--- src/sde_pkg.sv ---
`default_nettype none
package sde_pkg;

  localparam int SAMPLE_BITS = 16;
  localparam int ALPHA_BITS  = 16;
  localparam int NUM_AXES    = 3;
  localparam int CFG_W       = 16;
  localparam int CFG_IDX_W   = 3;
  localparam int TIME_W      = 32;
  localparam int AVG_W       = 32;
  localparam int FRAC_W      = 16;

  localparam logic [CFG_W-1:0] ALPHA_RESET     = 16'd6554;
  localparam logic [CFG_W-1:0] THRESHOLD_RESET = 16'd120;
  localparam logic [CFG_W-1:0] HOLD_RESET      = 16'd500;

  typedef enum logic [CFG_IDX_W-1:0] {
    CFG_ALPHA_X     = 3'd0,
    CFG_ALPHA_Y     = 3'd1,
    CFG_ALPHA_Z     = 3'd2,
    CFG_THRESHOLD_X = 3'd3,
    CFG_THRESHOLD_Y = 3'd4,
    CFG_THRESHOLD_Z = 3'd5,
    CFG_HOLD        = 3'd6
  } cfg_idx_e;

  typedef struct packed {
    logic shaken_x;
    logic shaken_y;
    logic shaken_z;
    logic shaken_any;
    logic raw_any;
  } sde_result_t;

endpackage
`default_nettype wire

--- src/sde_lane.sv ---
`default_nettype none
module sde_lane (
  input  wire logic                               clk_i,
  input  wire logic                               rst_ni,
  input  wire logic                               step_i,
  input  wire logic [sde_pkg::SAMPLE_BITS-1:0]    sample_i,
  input  wire logic [sde_pkg::CFG_W-1:0]          alpha_i,
  input  wire logic [sde_pkg::CFG_W-1:0]          threshold_i,
  output logic                                    raw_o
);
  import sde_pkg::*;

  localparam int SUM_W = ALPHA_BITS + AVG_W + 2;
  localparam logic [ALPHA_BITS:0] ALPHA_ONE = {1'b1, {ALPHA_BITS{1'b0}}};

  logic [SAMPLE_BITS-1:0]          last_q, last_d;
  logic [AVG_W-1:0]                avg_q, avg_d;
  logic [SAMPLE_BITS-1:0]          diff;
  logic [SAMPLE_BITS-1:0]          mag;
  logic [ALPHA_BITS-1:0]           alpha;
  logic [ALPHA_BITS:0]             alpha_inv;
  logic [ALPHA_BITS+SAMPLE_BITS-1:0] prod_fresh;
  logic [ALPHA_BITS+AVG_W:0]       prod_old;
  logic [SUM_W-1:0]                sum;

  always_comb begin
    diff       = last_q - sample_i;
    // most negative value maps onto itself, read unsigned as the full magnitude
    mag        = diff[SAMPLE_BITS-1] ? (~diff + 1'b1) : diff;
    alpha      = ALPHA_BITS'(alpha_i);
    alpha_inv  = ALPHA_ONE - {1'b0, alpha};
    prod_fresh = alpha * mag;
    prod_old   = alpha_inv * avg_q;
    sum        = SUM_W'({prod_fresh, {FRAC_W{1'b0}}}) + SUM_W'(prod_old);
    avg_d      = sum[ALPHA_BITS +: AVG_W];
    last_d     = sample_i;
    raw_o      = avg_d > {threshold_i, {FRAC_W{1'b0}}};
  end

  always_ff @(posedge clk_i or negedge rst_ni) begin
    if (!rst_ni) begin
      last_q <= '0;
      avg_q  <= '0;
    end else if (step_i) begin
      last_q <= last_d;
      avg_q  <= avg_d;
    end
  end

endmodule
`default_nettype wire

--- config.mk ---
export PLATFORM = sky130hd
export DESIGN_NAME = sde_lane
export DESIGN_NICKNAME = d
export VERILOG_FILES = /design/src/sde_pkg.sv /design/src/sde_lane.sv
export SDC_FILE = /design/constraint.sdc
export NUM_CORES = 2
export LEC_CHECK = 0
export ABC_AREA = 1
export BUFFER_PORTS_ARGS = -buffer_cell sky130_fd_sc_hd__clkbuf_2
export CELL_PAD_IN_SITES_DETAIL_PLACEMENT = 2
export CELL_PAD_IN_SITES_GLOBAL_PLACEMENT = 2
export CORE_UTILIZATION = 37
export CTS_CLUSTER_SIZE = 12
export DETAILED_ROUTE_END_ITERATION = 7
export HOLD_SLACK_MARGIN = 0.12
export PLACE_DENSITY = 0.93
export SLEW_MARGIN = 10
export SYNTH_ARGS = -nofsm -noshare
export SYNTH_HDL_FRONTEND = slang
export SYNTH_SLANG_ARGS = --single-unit
--- constraint.sdc ---
create_clock -name clk_i -period 12.4 [get_ports clk_i]
set_input_delay 1.24 -clock clk_i [delete_from_list [all_inputs] [get_ports clk_i]]
set_output_delay 1.24 -clock clk_i [all_outputs]
set_load 0.05 [all_outputs]
==> results of run 1 <==
-- cells by family after synthesis --
| group | share of synthesized area [%] |
|---|---|
| XOR/XNOR | 1.872 |
| AND/OR/NAND/NOR | 20.00 |
| adder cells (fa/ha/maj) | 55.09 |
| AO/OA/AOI/OAI | 4.838 |
| flip-flops | 3.959 |
| buffers and inverters | 14.24 |
-- metal layers --
| metal | global-route usage [%] | overflow |
|---|---|---|
| met4 | 70.79 | 785 |
| met2 | 94.24 | 2382 |
| met1 | 77.26 | 1206 |
| met3 | 63.26 | 678 |
| met5 | 48.86 | 75 |
-- cell usage after synthesis, types with 7 or more instances --
cell      number
dfrtp_1       48
a21o_1        12
nand3_1       77
nor2_1       376
ha_1         259
nor3_1        23
nand4_1       37
xor2_1        31
xnor2_1       22
buf_2         18
a31oi_1        9
clkbuf_1     104
nand3b_1       9
nand2_2       12
nand2_1      938
fa_1         673
inv_1        978
a21oi_1      105
nor4_1         7
o21ai_0      106
inv_2         18
-- through the flow --
step / std cells / TNS, ps
4_1_cts: 5399 / -2980
3_5_place_dp: 5363 / -29300
3_3_place_gp: 5363 / -1857
2_1_floorplan: 3940 / -771.2
-- what timing repair did --
action                                  4_1_cts
endpoints found under the setup margin       23
buffers inserted                             29
pin swaps                                    65
resized for setup                           218
==> results.py, run 1 <==
metrics = {
    "global_route": {
        "grt_pass1_wl_um": 439000,
        "gr-total-overflow": 5126,
        "grt_max_degree": 53,
        "grtUsageTotal_pct": 77.38,
        "grt_pass1_vias": 48440,
    },
    "place": {
        "io_buffers": 51,
        "gp_congestion": 0.9172,
        "placed_cell_area_um2": 34960,
        "pre_cts_ws_ps": -3881,
        "detailed_place_hpwl_um": 166000,
    },
    "status": {
        "tool.error": "[ERROR GRT-0116] Global routing finished with congestion. Check the congestion regions in the DRC Viewer.",
        "status": "stopped before the end",
        "stop_stage": "global routing (5_1_grt)",
    },
    "clocking": {
        "h-tree-depth": 2,
        "clock_sinks": 48,
        "cts_made_buffers": 5,
        "postCtsHoldBufs": 0,
        "clockBufferDepth": 2,
        "cts_root_buffer": "clkbuf_16",
    },
    "floorplanning": {
        "die_width_um": 288.3,
        "die_y_um": 288.3,
        "ios": 52,
        "start_util_pct": 37.54,
        "rows": 104,
    },
    "yosys": {
        "avgSynthCellArea_um2": 7.700,
        "yosysSeqAreaShare_pct": 3.959,
        "synth.distinct_cells": 52,
        "synth-edff-count": 0,
        "synth_top_area_share_pct": 44.41,
        "ys_async_sr_fraction_pct": 100.0,
        "syn-cell-area_um2": 30340,
        "synth_seq_cells": 48,
        "synth_top_flop_cell": "dfrtp_1",
        "synth_area_leaders": "fa_1 (44%), inv_1 (12%), nand2_1 (12%)",
        "synthCells": 3940,
        "yosysTopAreaCell": "fa_1",
        "ys_warn_count": 0,
        "synth.net_count": 4923,
    },
}
==> inputs of run 2 (changes only) <==
==> config.mk (replaced) <==
export PLATFORM = sky130hd
export DESIGN_NAME = sde_lane
export DESIGN_NICKNAME = d
export VERILOG_FILES = /design/src/sde_pkg.sv /design/src/sde_lane.sv
export SDC_FILE = /design/constraint.sdc
export NUM_CORES = 2
export LEC_CHECK = 0
export ABC_AREA = 1
export BUFFER_PORTS_ARGS = -buffer_cell sky130_fd_sc_hd__clkbuf_2
export CORE_UTILIZATION = 35
export DETAILED_ROUTE_END_ITERATION = 7
export PLACE_DENSITY_LB_ADDON = 0.15
export SLEW_MARGIN = 10
export SYNTH_ARGS = -nofsm -noshare
export SYNTH_HDL_FRONTEND = slang
export SYNTH_SLANG_ARGS = --single-unit
==> constraint.sdc (replaced) <==
create_clock -name clk_i -period 16.1 [get_ports clk_i]
set_input_delay 1.61 -clock clk_i [delete_from_list [all_inputs] [get_ports clk_i]]
set_output_delay 1.61 -clock clk_i [all_outputs]
set_load 0.05 [all_outputs]
==> results.py, run 2 <==
metrics = {
    "status": {
        "status": "complete, no violations",
    },
    "finish": {
        "largest_register_ffs": 32,
        "finish.utilization_pct": 37.56,
        "nets": 4892,
        "final_cells": 5055,
        "n_fill_cell": 9079,
        "final_cell_mix": "inv_1 (978), nand2_1 (932), fa_1 (672)",
        "syn_to_final_growth_pct": 5.931,
        "regMostFlops": "avg_q",
        "fin_area_um2": 32140,
        "drive_gt1_share_pct": 5.064,
        "final_common_cell": "inv_1",
        "top_regs": "avg_q: 32 flops, last_q: 16 flops",
    },
    "sta": {
        "slew_violations": 0,
        "setup_viol": 0,
        "fmax_mhz": 64.73,
        "skew_ps": 45.15,
        "worst_pin_slew_ps": 1066,
        "maxSlewHeadroom_pct": 28.86,
        "min_period_over_period_pct": 95.95,
        "period_needed_ps": 15450,
        "finalHoldViolCount": 0,
        "whs_ps": 506.5,
    },
    "yosys": {
        "yosysTopAreaCell": "fa_1",
        "synth_seq_cells": 48,
        "yosysSeqAreaShare_pct": 3.959,
        "avgSynthCellArea_um2": 7.700,
        "synth.most_common_cell": "inv_1",
        "syn-cell-area_um2": 30340,
        "synthCells": 3940,
        "synth_area_leaders": "fa_1 (44%), inv_1 (12%), nand2_1 (12%)",
        "synth_top_flop_cell": "dfrtp_1",
        "synth-edff-count": 0,
        "synth_top_area_share_pct": 44.41,
        "synth_commonest_cells": "inv_1 (978), nand2_1 (938), fa_1 (673), nor2_1 (376), ha_1 (259)",
        "ys_async_sr_fraction_pct": 100.0,
        "synth.distinct_cells": 52,
        "ys_warn_count": 0,
        "synth.net_count": 4923,
    },
    "global_route": {
        "grtUsageTotal_pct": 23.61,
        "grt_pass1_vias": 26450,
        "grt_antenna_before_repair": 1,
        "gr-total-overflow": 0,
        "grt_max_degree": 53,
        "grt_pass1_wl_um": 155800,
    },
    "clocking": {
        "insertion_delay_ps": 380,
        "clk_pin_slew_ps": 100,
        "cts_made_buffers": 5,
        "clock_sinks": 48,
        "cts_tree": "built",
        "clockBufferDepth": 2,
        "cts_root_buffer": "clkbuf_16",
        "h-tree-depth": 2,
    },
    "setup_path": {
        "crit_type": "input port to output port",
        "critPathLaunch": "sample_i[0]",
        "worstSetupStartpointType": "input port",
        "r2r-start": "last_q[0]",
        "cp-end-kind": "output port",
        "crit_top_cell": "inv_1",
        "cp_max_fo": 6,
        "required_ps": 14490,
        "max_stage_delay_ps": 540,
        "cp_slowest_cell": "fa_1",
        "crit_arrival_ps": 13840,
    },
    "min_path": {
        "hp-start": "last_q[15]",
        "hold_class": "register to register",
    },
    "job": {
        "drv_cap": 0,
    },
    "place": {
        "placed_cell_area_um2": 31770,
        "io_buffers": 51,
        "dp.cells": 5043,
        "detailed_place_hpwl_um": 82200,
        "gp_congestion": 0.8941,
    },
    "drt": {
        "wire_per_inst_um": 19.28,
        "drt_iter0_drc": 1535,
        "final_antenna_net_count": 0,
        "via_per_inst": 4.902,
        "drc": 0,
        "drtPass1Iterations": 5,
        "wl_um": 97480,
        "vias": 24780,
    },
    "floorplanning": {
        "die_area_um2": 87860,
        "die_width_um": 296.4,
        "die_y_um": 296.4,
        "rows": 107,
        "start_util_pct": 35.46,
        "core_area_um2": 85550,
        "ios": 52,
    },
}
[run 2: critical path: cells and delay by family]
family                   cells  cell delay, ps
AO/OA/AOI/OAI               11            1770
AND/OR/NAND/NOR              7             940
buffers and inverters       16            1290
adder cells (fa/ha/maj)     17            7370
XOR/XNOR                     3             790
[run 2: cells by family after synthesis]
logic type / after synthesis / synth area share, %
xor gates and xnor gates: 58 / 1.872
DFF: 48 / 3.959
AOI/OAI and AO/OA: 267 / 4.838
buffers and inverters: 1133 / 14.24
adders and majority gates: 932 / 55.09
and+or+nand+nor: 1502 / 20.00
[run 2: final timing paths]
path / end / slack, ps / cells past startpoint
max reg2reg: avg_q[25] / 4450 / 49
min in group asynchronous: avg_q[30] / 1360 / 2
max in group asynchronous: avg_q[21] / 14010 / 2
min reg2reg: last_q[15] / 510 / 2
max: raw_o / 650 / 54
min: last_q[15] / 510 / 2
[run 2: final cells by class]
class	count	area, µm²	share of cell area, %
Multi-Input combinational cell	2759	25010	77.82
Sequential cell	48	1201	3.738
Timing Repair Buffer	94	580.6	1.807
Inverter	1001	3760	11.70
Tap cell	1144	1431	4.454
Clock inverter	2	13.76	0.04283
Antenna cell	1	2.502	0.007787
Clock buffer	6	138.9	0.4322
[run 2: what timing repair did]
action	4_1_cts	5_1_grt
buffers inserted	0	3
resized for setup	0	53
endpoints found under the setup margin	0	1
hold buffers	0	0
[run 2: per-stage QoR]
| stage | setup WS (ps) | setup TNS, ps |
|---|---|---|
| 2_1_floorplan | 1746 | 0 |
| 3_3_place_gp | 269.1 | 0 |
| 3_5_place_dp | 148.5 | 0 |
| 4_1_cts | 109.5 | 0 |
| 5_1_grt | -4.984 | -4.984 |
| 6_report | 651.8 | 0 |
[run 2: per-layer routing]
layer / GRT usage (%) / part of all wire [%]
met1: 31.78 / 44
met2: 40.89 / 49
met3: 1.898 / 4.5
met4: 5.922 / 2.6
met5: 0 / 0.012
Power of run 2 is not shown: default switching activity piles up to over one toggle a cycle in this logic, so the estimate is an artifact.
