==> config.mk <==
export PLATFORM = sky130hd
export DESIGN_NAME = sde_merge
export DESIGN_NICKNAME = d
export VERILOG_FILES = /design/src/sde_pkg.sv /design/src/sde_merge.sv
export SDC_FILE = /design/constraint.sdc
export NUM_CORES = 1
export LEC_CHECK = 0
export ABC_CLOCK_PERIOD_IN_PS = 8200
export BUFFER_PORTS_ARGS = -buffer_cell sky130_fd_sc_hd__buf_4
export CAP_MARGIN = 20
export CORE_AREA = 2 2 116 118
export DETAILED_ROUTE_END_ITERATION = 8
export DIE_AREA = 0 0 118 120
export PLACE_DENSITY = 0.54
export SLEW_MARGIN = 5
export SYNTH_ARGS = -nofsm -noshare
export SYNTH_HDL_FRONTEND = slang
export SYNTH_SLANG_ARGS = --single-unit
==> constraint.sdc <==
create_clock -name clk_i -period 8.2 [get_ports clk_i]
set_input_delay 1.64 -clock clk_i [delete_from_list [all_inputs] [get_ports clk_i]]
set_output_delay 1.64 -clock clk_i [all_outputs]
set_load 0.01 [all_outputs]
==> src/sde_pkg.sv <==
`default_nettype none
package sde_pkg;

  localparam int SAMPLE_BITS = 16;
  localparam int ALPHA_BITS  = 16;
  localparam int NUM_AXES    = 3;
  localparam int CFG_W       = 16;
  localparam int CFG_IDX_W   = 3;
  localparam int TIME_W      = 32;
  localparam int AVG_W       = 32;
  localparam int FRAC_W      = 16;

  localparam logic [CFG_W-1:0] ALPHA_RESET     = 16'd6554;
  localparam logic [CFG_W-1:0] THRESHOLD_RESET = 16'd120;
  localparam logic [CFG_W-1:0] HOLD_RESET      = 16'd500;

  typedef enum logic [CFG_IDX_W-1:0] {
    CFG_ALPHA_X     = 3'd0,
    CFG_ALPHA_Y     = 3'd1,
    CFG_ALPHA_Z     = 3'd2,
    CFG_THRESHOLD_X = 3'd3,
    CFG_THRESHOLD_Y = 3'd4,
    CFG_THRESHOLD_Z = 3'd5,
    CFG_HOLD        = 3'd6
  } cfg_idx_e;

  typedef struct packed {
    logic shaken_x;
    logic shaken_y;
    logic shaken_z;
    logic shaken_any;
    logic raw_any;
  } sde_result_t;

endpackage
`default_nettype wire

==> src/sde_merge.sv <==
`default_nettype none
module sde_merge (
  input  wire logic                              clk_i,
  input  wire logic                              rst_ni,
  input  wire logic                              step_i,
  input  wire logic [sde_pkg::NUM_AXES-1:0]      raw_i,
  input  wire logic [sde_pkg::TIME_W-1:0]        now_i,
  input  wire logic [sde_pkg::CFG_W-1:0]         hold_i,
  output sde_pkg::sde_result_t                   result_o
);
  import sde_pkg::*;

  logic              active_q, active_d;
  logic [TIME_W-1:0] start_q, start_d;
  logic [TIME_W-1:0] elapsed;
  logic              any;
  logic              held;

  always_comb begin
    any      = |raw_i;
    active_d = any;
    start_d  = (any && !active_q) ? now_i : start_q;
    elapsed  = now_i - start_d;
    held     = elapsed > TIME_W'(hold_i);
    result_o.shaken_x   = raw_i[0] && held;
    result_o.shaken_y   = raw_i[1] && held;
    result_o.shaken_z   = raw_i[2] && held;
    result_o.shaken_any = any && held;
    result_o.raw_any    = any;
  end

  always_ff @(posedge clk_i or negedge rst_ni) begin
    if (!rst_ni) begin
      active_q <= 1'b0;
      start_q  <= '0;
    end else if (step_i) begin
      active_q <= active_d;
      start_q  <= start_d;
    end
  end

endmodule
`default_nettype wire

Word-level counts from Yosys, hierarchy flattened
Cells that the tools add are included.
{ "op_classes": {"add_sub_neg": 1, "n_lt_le_gt_ge": 1, "muxes": 1, "n_reduce_logical": 7} }
{ "op_table": {"columns": ["cell", "n"], "rows": [
  ["$gt A32 B16 Y1", 1],
  ["$mux W32", 1],
  ["$sub A32 B32 Y32", 1],
  ["$logic_and A1 B1 Y1", 5],
  ["$reduce_or A3 Y1", 1],
  ["$logic_not A1 Y1", 1]
]} }
{ "totals": {"register_bits": 33, "inputBits": 54, "out_inout_bits": 5, "word_cells": 12} }

Logic depth before layout (Yosys ltp)
Gate-level depths: netlist (run 1).
{ "logic_depth": {"word_depth": 6, "ltp_mapped": 30, "ltp_nobuf": 28} }

Worst setup path after synthesis (run 1)
Ideal clock, no wire load.
{ "synth_path": {"path_type": "input to output", "startpoint": "in raw_i[1] in the netlist's numbering", "endpoint": "out result_o[1] in the netlist's numbering", "arrival_time_ns": 6.743, "setup_slack_ns": -0.183, "cell_stages": 28, "n_path_buf": 2, "cell_sequence": "nor3_4 > inv_2 > nand2_1 > buf_2 > buf_1 > o21ai_0 > ha_1 > inv_1 > nor3_1 > nand3b_1 > o31a_1 > o31ai_1 > nand3b_1 > o211ai_1 > nor3b_1 > xor2_1 > a21oi_1 > ha_1 > nand2_1 > nor3_1 > a211oi_1 > o211ai_1 > a32oi_1 > and4b_1 > o2111ai_1 > or4_1 > or4_4 > and2_1"} }
{ "synth_rtl": {"columns": ["item", "line", "text"], "rows": [
  ["from (decl)", "sde_merge.sv:6", "input wire logic [sde_pkg::NUM_AXES-1:0] raw_i,"],
  ["to (decl)", "sde_merge.sv:9", "output sde_pkg::sde_result_t result_o"]
]} }

==> qor.txt, run 1 <==
CTS max path bufs: 2
# rows: 42
Number of synthesized flops with an enable pin: 0
Total Wirelength: 13.3 mm
Hold Path Depth: 1
Overall die area: 14,200 um^2
Max FO, Critical Path: 4
Most frequent cells in the layout: buf_4, nand2_1, inv_1, o21ai_0
Post-route DRC: 0
Cell count after synthesis: 560
Largest net degree at the start of global routing: 39
Simple-gate portion of the synthesized area: 0.200
Setup crit end: result_o[2]
Share of cells above drive strength 1: 0.266
Vias: 4,431
Sink Count: 33
DR iter-0 viols: 229
Flop2flop setup slack: 6.35 ns
Register bit total from synthesis: 33
Worst r2r src: active_q
Slack of the critical path: -0.0216 ns
Post-Syn Nets: 651
Compound-Gate Fraction of Synth Area: 0.254
Met1 usage: 0.285
Inserted Clock Buffers: 5
RSZ-0062 raised after global routing: yes
CP Data Required Time: 6.56 ns
Core outline area: 13,000 um^2
Cell area after synthesis: 4450 um^2
Ys flop type: dfrtp_1
H-tree depth: 2
Max cap viols: 0
Area growth, synth to finish: 23.4%
Post-synthesis async set-or-reset flop share: 1.00
Die height: 120 um
ANT cells: 0
Max incr delay on CP: 0.57 ns
Critical Path Start: raw_i[0]
Seq/Total Area, Yosys: 0.186
Sequential Area: 826 um^2
Synth Warn #: 0
Die W: 118 um
Post-synthesis xor/xnor area fraction: 0.0579
Met3 Usage GRT: 0.0347
Power Dens Cells: 255 nW/um^2
Cts hold-fix bufs: 0
Initial antenna violation count: 0
Largest family of logic cells by synthesized area: compound AO/OA/AOI/OAI gates
Worst Max-Slew Pin Slew: 0.558 ns
Hold Crit Class: flop to flop
Starting Density: 0.343
Crit path time final: 8.22 ns
Failing checks: negative setup slack
Final period utilization: 1.00
WS Path Type: input port to output pin
First-pass GRT wire length: 22.1 mm
Vias in the first global route: 4,230
FMAX: 122 MHz
Setup Viol. Count Final: 4
Routed length per instance: 16.5 um
Root Driver: clkbuf_16
Synth unique cells: 76
Final hold vios: 0
Slew Viols, Final: 0
Area of the multi-input gates: 3460 um^2
Mean Syn Cell Area: 7.95 um^2
DR pass1 iterations: 5
Most common cell after layout, fill and taps aside: buf_4
GRT overflow: 0
TNS Setup: -0.0819 ns
Peak supply drop: 0.000108 V
Clock-pin slew on the worst setup and hold paths: 0.05 ns
Worst setup SP type: input port
Via density: 5.49
Layout net count: 722
Detailed placement HPWL: 10.7 mm
Met2 usage: 0.296
Worst R2R End: start_q[22]
Global-route usage over all layers: 0.194
Fillers: 1,349
Dpl ws: -0.431 ns
Clk_skew: 0.00333 ns
P_leak: 2.35 nW
Placer Congestion: 0.888
Antenna Violating Nets Remaining: 0
Crit-path slowest cell: or4_4
IO buf count: 58
Critical path capture point type: output pin
TritonCTS clock tree: built
Max_slew headroom: 0.624
Multiplexer area fraction after synthesis: 0.122
Worst skew pair latency: 0.29 ns
Reg2reg path depth: 4
Fraction of the mapped netlist area in adder cells: 0.123
Critical Path AT: 6.58 ns
IO Pins: 59
Status: complete, but fails checks
GR peak layer: met2
## cell families after synthesis
family,Yosys count
XOR/XNOR,26
buffers and inverters,65
AND/OR/NAND/NOR,172
flip-flops,33
AO/OA/AOI/OAI,168
multiplexers,51
adder cells (fa/ha/maj),45
## through the flow
step / hold slack, ns / util / power, mW / instance area [um^2] / instances
3_3_place_gp: 0.489 / 0.403 / 1.15 / 5230 / 798
6_report: 0.504 / 0.423 / 1.40 / 5490 / 807
3_5_place_dp: 0.494 / 0.403 / 1.16 / 5230 / 798
5_1_grt: 0.520 / 0.423 / 1.53 / 5490 / 807
2_1_floorplan: 0.480 / - / 0.893 / 4460 / 560
4_1_cts: 0.507 / 0.422 / 1.39 / 5470 / 807
## worst max-delay path, delay by kind of cell
| kind | cells | cell delay, ns |
|---|---|---|
| AOI/OAI and AO/OA | 10 | 1.64 |
| xor gates and xnor gates | 1 | 0.15 |
| adders and majority gates | 3 | 0.66 |
| buffers and inverters | 6 | 0.61 |
| and+or+nand+nor | 8 | 1.86 |
## cells in the mapped netlist, types with 8 or more instances
master	number	share of area
o21a_1	12	0.020
xor2_1	10	0.020
a211oi_1	8	0.013
xnor2_1	12	0.024
clkbuf_1	17	0.014
a21oi_1	35	0.039
ha_1	37	0.10
nand2_1	47	0.040
o221ai_1	8	0.016
dfrtp_1	33	0.19
nand3_1	10	0.011
nor2b_1	8	0.011
nand2b_1	8	0.011
mux2i_1	24	0.054
o21ai_0	40	0.045
nand4_1	18	0.025
nor3_1	10	0.011
nor2_1	37	0.031
a31oi_1	9	0.013
mux2_2	27	0.068
inv_1	38	0.032
## per-layer routing
metal  routed length [um]  part of all wire
met4                  194             0.015
met1                 6830              0.51
met3                  581             0.044
met5                    0                 0
met2                 5730              0.43
## state kept, by name, indices dropped and copies added (netlist names)
| register | count |
|---|---|
| start_q | 32 |
| active_q | 1 |
## power by group
group          leakage (nW)  switching (mW)  total, mW  internal [mW]
Sequential            0.393          0.0418      0.253          0.211
Clock                0.0700          0.0708      0.190          0.119
Combinational          1.89           0.535      0.956          0.421
Total                  2.35           0.648       1.40          0.751
## how the worst min path moves through the flow
| stage | slack [ns] | start | to |
|---|---|---|---|
| 2_1_floorplan | 0.48 | start_q[13] | start_q[13] |
| 3_3_place_gp | 0.49 | start_q[28] | start_q[28] |
| 3_5_place_dp | 0.49 | start_q[28] | start_q[28] |
| 4_1_cts | 0.51 | start_q[14] | start_q[14] |
| 5_1_grt | 0.52 | start_q[29] | start_q[29] |
| 6_report | 0.50 | start_q[29] | start_q[29] |
## cell type report
| cell class | count | share of cell area |
|---|---|---|
| flip-flops and latches | 33 | 0.150 |
| clock buffers | 7 | 0.0260 |
| inverters | 39 | 0.0267 |
| multi-input cells | 462 | 0.630 |
| repair buffers | 90 | 0.127 |
| well taps | 176 | 0.0401 |
## timing repair
item,in CTS,in global routing
endpoints found under the setup margin,4,4
resized for setup,25,6
buffers inserted,2,0
pin swaps,25,9
Note: power is estimated with default switching activity, not from simulation.
==> run 2, diff against run 1 <==
CELL_PAD_IN_SITES_DETAIL_PLACEMENT = 1   (was unset)
CELL_PAD_IN_SITES_GLOBAL_PLACEMENT = 2   (was unset)
CORE_AREA = 2 2 121 123   (was 2 2 116 118)
DIE_AREA = 0 0 123 125   (was 0 0 118 120)
PLACE_DENSITY = 0.78   (was 0.54)
==> run 2 against run 1 <==
Net effect:
- the flow now finishes without violations
- utilization is 2.0 points lower
- combinational power is 8% higher
- register-to-register slack worse by 0.03 ns
- setup slack better by 0.041 ns
- die area is 8.6% higher
- largest cell class unchanged
==> qor.txt, run 2 (same netlist as run 1, synthesis figures left out) <==
Worst R2R End: start_q[24]
Pwr Total: 1.49 mW (+6.3%)
Starting Density: 0.313 (-0.0295)
Hold_ws: 0.503 ns (-0.000198 ns)
Total Wirelength: 15.6 mm (+17%)
DR iter-0 viols: 284 (+24%)
# rows: 44 (+4.8%)
Max incr delay on CP: 0.47 ns (-0.10 ns)
Reg2reg path depth: 4 (unchanged)
Area of the multi-input gates: 3550 um^2 (+2.6%)
First-pass GRT wire length: 25.4 mm (+15%)
Clock power share: 0.134 (-0.002)
Crit path time final: 8.18 ns (-0.0406 ns)
Global-route usage over all layers: 0.210 (+0.0158)
Root Driver: clkbuf_16
Peak supply drop: 0.000148 V (+36%)
Largest Register: start_q
Most common cell after layout, fill and taps aside: buf_4
Die W: 123 um (+4.2%)
Dpl ws: -0.463 ns (-0.0322 ns)
Max cap viols: 0 (unchanged)
Post-route DRC: 0 (unchanged)
ANT cells: 0 (unchanged)
Critical Path AT: 6.54 ns (-0.04 ns)
Post-layout util: 0.403 (-0.0203)
Clock-pin slew on the worst setup and hold paths: 0.06 ns (about the same)
Max_slew headroom: 0.632 (+0.00783)
H-tree depth: 2 (unchanged)
Slack of the critical path: 0.0189 ns (+0.0406 ns)
Worst setup SP type: input port
Final hold vios: 0 (unchanged)
Switching power: 712 uW (+9.9%)
DR pass1 iterations: 4 (-1)
Combinational share of power: 0.694 (+0.011)
IO Pins: 59 (unchanged)
P_int: 775 uW (+3.3%)
Largest net degree at the start of global routing: 39 (unchanged)
Vias in the first global route: 4,747 (+12%)
RSZ-0062 raised after global routing: yes
Sink Count: 33 (unchanged)
Antenna Violating Nets Remaining: 0 (unchanged)
Sw Share: 0.479 (+0.0155)
Critical path capture point type: output pin
P_leak: 2.45 nW (+4.2%)
Status: complete, no violations
Hold Crit Class: flop to flop
Vias: 4,589 (+3.6%)
Sequential Area: 826 um^2 (unchanged)
Max FO, Critical Path: 4 (unchanged)
Critical Path Start: raw_i[2]
Fillers: 1,684 (+25%)
CTS max path bufs: 2 (unchanged)
Setup Viol. Count Final: 0 (-4)
Clk_skew: 0.00549 ns (+0.00215 ns)
FMAX: 122 MHz (+0.50%)
TNS Setup: 0 ns (+0.0819 ns)
Setup crit end: result_o[3]
CP Data Required Time: 6.56 ns (about the same)
Power Dens Cells: 260 nW/um^2 (+2.1%)
Max reg flops: 32 (unchanged)
Flop2flop setup slack: 6.32 ns (-0.03 ns)
Core outline area: 14,200 um^2 (+9.4%)
Share of cells above drive strength 1: 0.306 (+0.0393)
Initial antenna violation count: 0 (unchanged)
Biggest regs: start_q (32), active_q (1)
Layout net count: 738 (+2.2%)
Slew Viols, Final: 0 (unchanged)
Crit-path slowest cell: or4_4
Inserted Clock Buffers: 5 (unchanged)
Area growth, synth to finish: 28.5%
Most frequent cells in the layout: buf_4, nand2_1, inv_1
Via density: 5.52 (+0.45%)
Detailed placement HPWL: 12.1 mm (+13%)
Worst Max-Slew Pin Slew: 0.546 ns (-0.0116 ns)
Worst r2r src: active_q
Seq pwr share: 0.172 (-0.009)
Worst skew pair latency: 0.30 ns (about the same)
IO buf count: 58 (unchanged)
WS Path Type: input port to output pin
Final period utilization: 0.998 (-0.00495)
Die height: 125 um (+4.2%)
Overall die area: 15,400 um^2 (+8.6%)
Placer Congestion: 0.908 (+2.3%)
TritonCTS clock tree: built
Routed length per instance: 18.8 um (+14%)
GRT overflow: 0 (unchanged)
## run 2: cell types whose count changed in the layout (fill, tap and decap cells not counted), moves of 2 or more
cell and change:
clkinv_2 +2, nand2_2 -2, o21ai_0 -3, a21oi_2 +2, ha_4 +2, a21oi_1 -2, buf_4 +14, buf_6 +2
ha_1 -3
## run 2: how the worst min path moves through the flow
stage | cells past startpoint | slack, ns | to | from
after CTS | 1 | 0.51 | start_q[28] | start_q[28]
after global placement | 1 | 0.49 | start_q[29] | start_q[29]
after floorplan | 1 | 0.48 | start_q[13] | start_q[13]
final | 1 | 0.50 | start_q[28] | start_q[28]
after global routing | 1 | 0.53 | start_q[28] | start_q[28]
after detailed placement | 1 | 0.50 | start_q[28] | start_q[28]
## run 2: routing by layer
metal | wire [um] | up-vias | global-route usage
met5 | 0 | - | 0
met4 | 177 | 0 | 0.0548
met3 | 516 | 10 | 0.0301
met2 | 7210 | 70 | 0.332
met1 | 7730 | 2271 | 0.297
li1 | - | 2238 | -
## run 2: layout make-up
class | count | share of cell area
clock buffers | 5 | 0.0219
clock inverters | 3 | 0.00306
multi-input cells | 462 | 0.620
inverters | 39 | 0.0260
flip-flops and latches | 33 | 0.144
well taps | 184 | 0.0402
repair buffers | 106 | 0.144
## run 2: repair_timing
| item | in CTS | in global routing |
|---|---|---|
| hold buffers | 0 | 0 |
| gates resized for setup | 33 | 19 |
| buffers inserted | 10 | 4 |
| pin swaps | 35 | 10 |
| endpoints found under the setup margin | 4 | 4 |
## run 2: metrics by stage
step                area, um^2  instances
detailed placement        5270        810
global route              5720        832
floorplan                 4460        560
CTS                       5600        828
finish                    5720        832
global placement          5270        810
## run 2: power groups by stage
stage | logic, mW | registers [mW] | clock network (mW)
6_report | 1.03 | 0.257 | 0.199
3_3_place_gp | 0.918 | 0.254 | 0
4_1_cts | 0.987 | 0.256 | 0.208
3_5_place_dp | 0.943 | 0.258 | 0
5_1_grt | 1.14 | 0.267 | 0.213
2_1_floorplan | 0.648 | 0.244 | 0
## run 2: worst max-delay path: cells and delay by family
family | cells | cell delay [ns]
simple gates | 9 | 1.99
compound gates | 9 | 1.54
fa+ha+maj | 3 | 0.66
buf+inv | 6 | 0.59
xor+xnor | 1 | 0.11
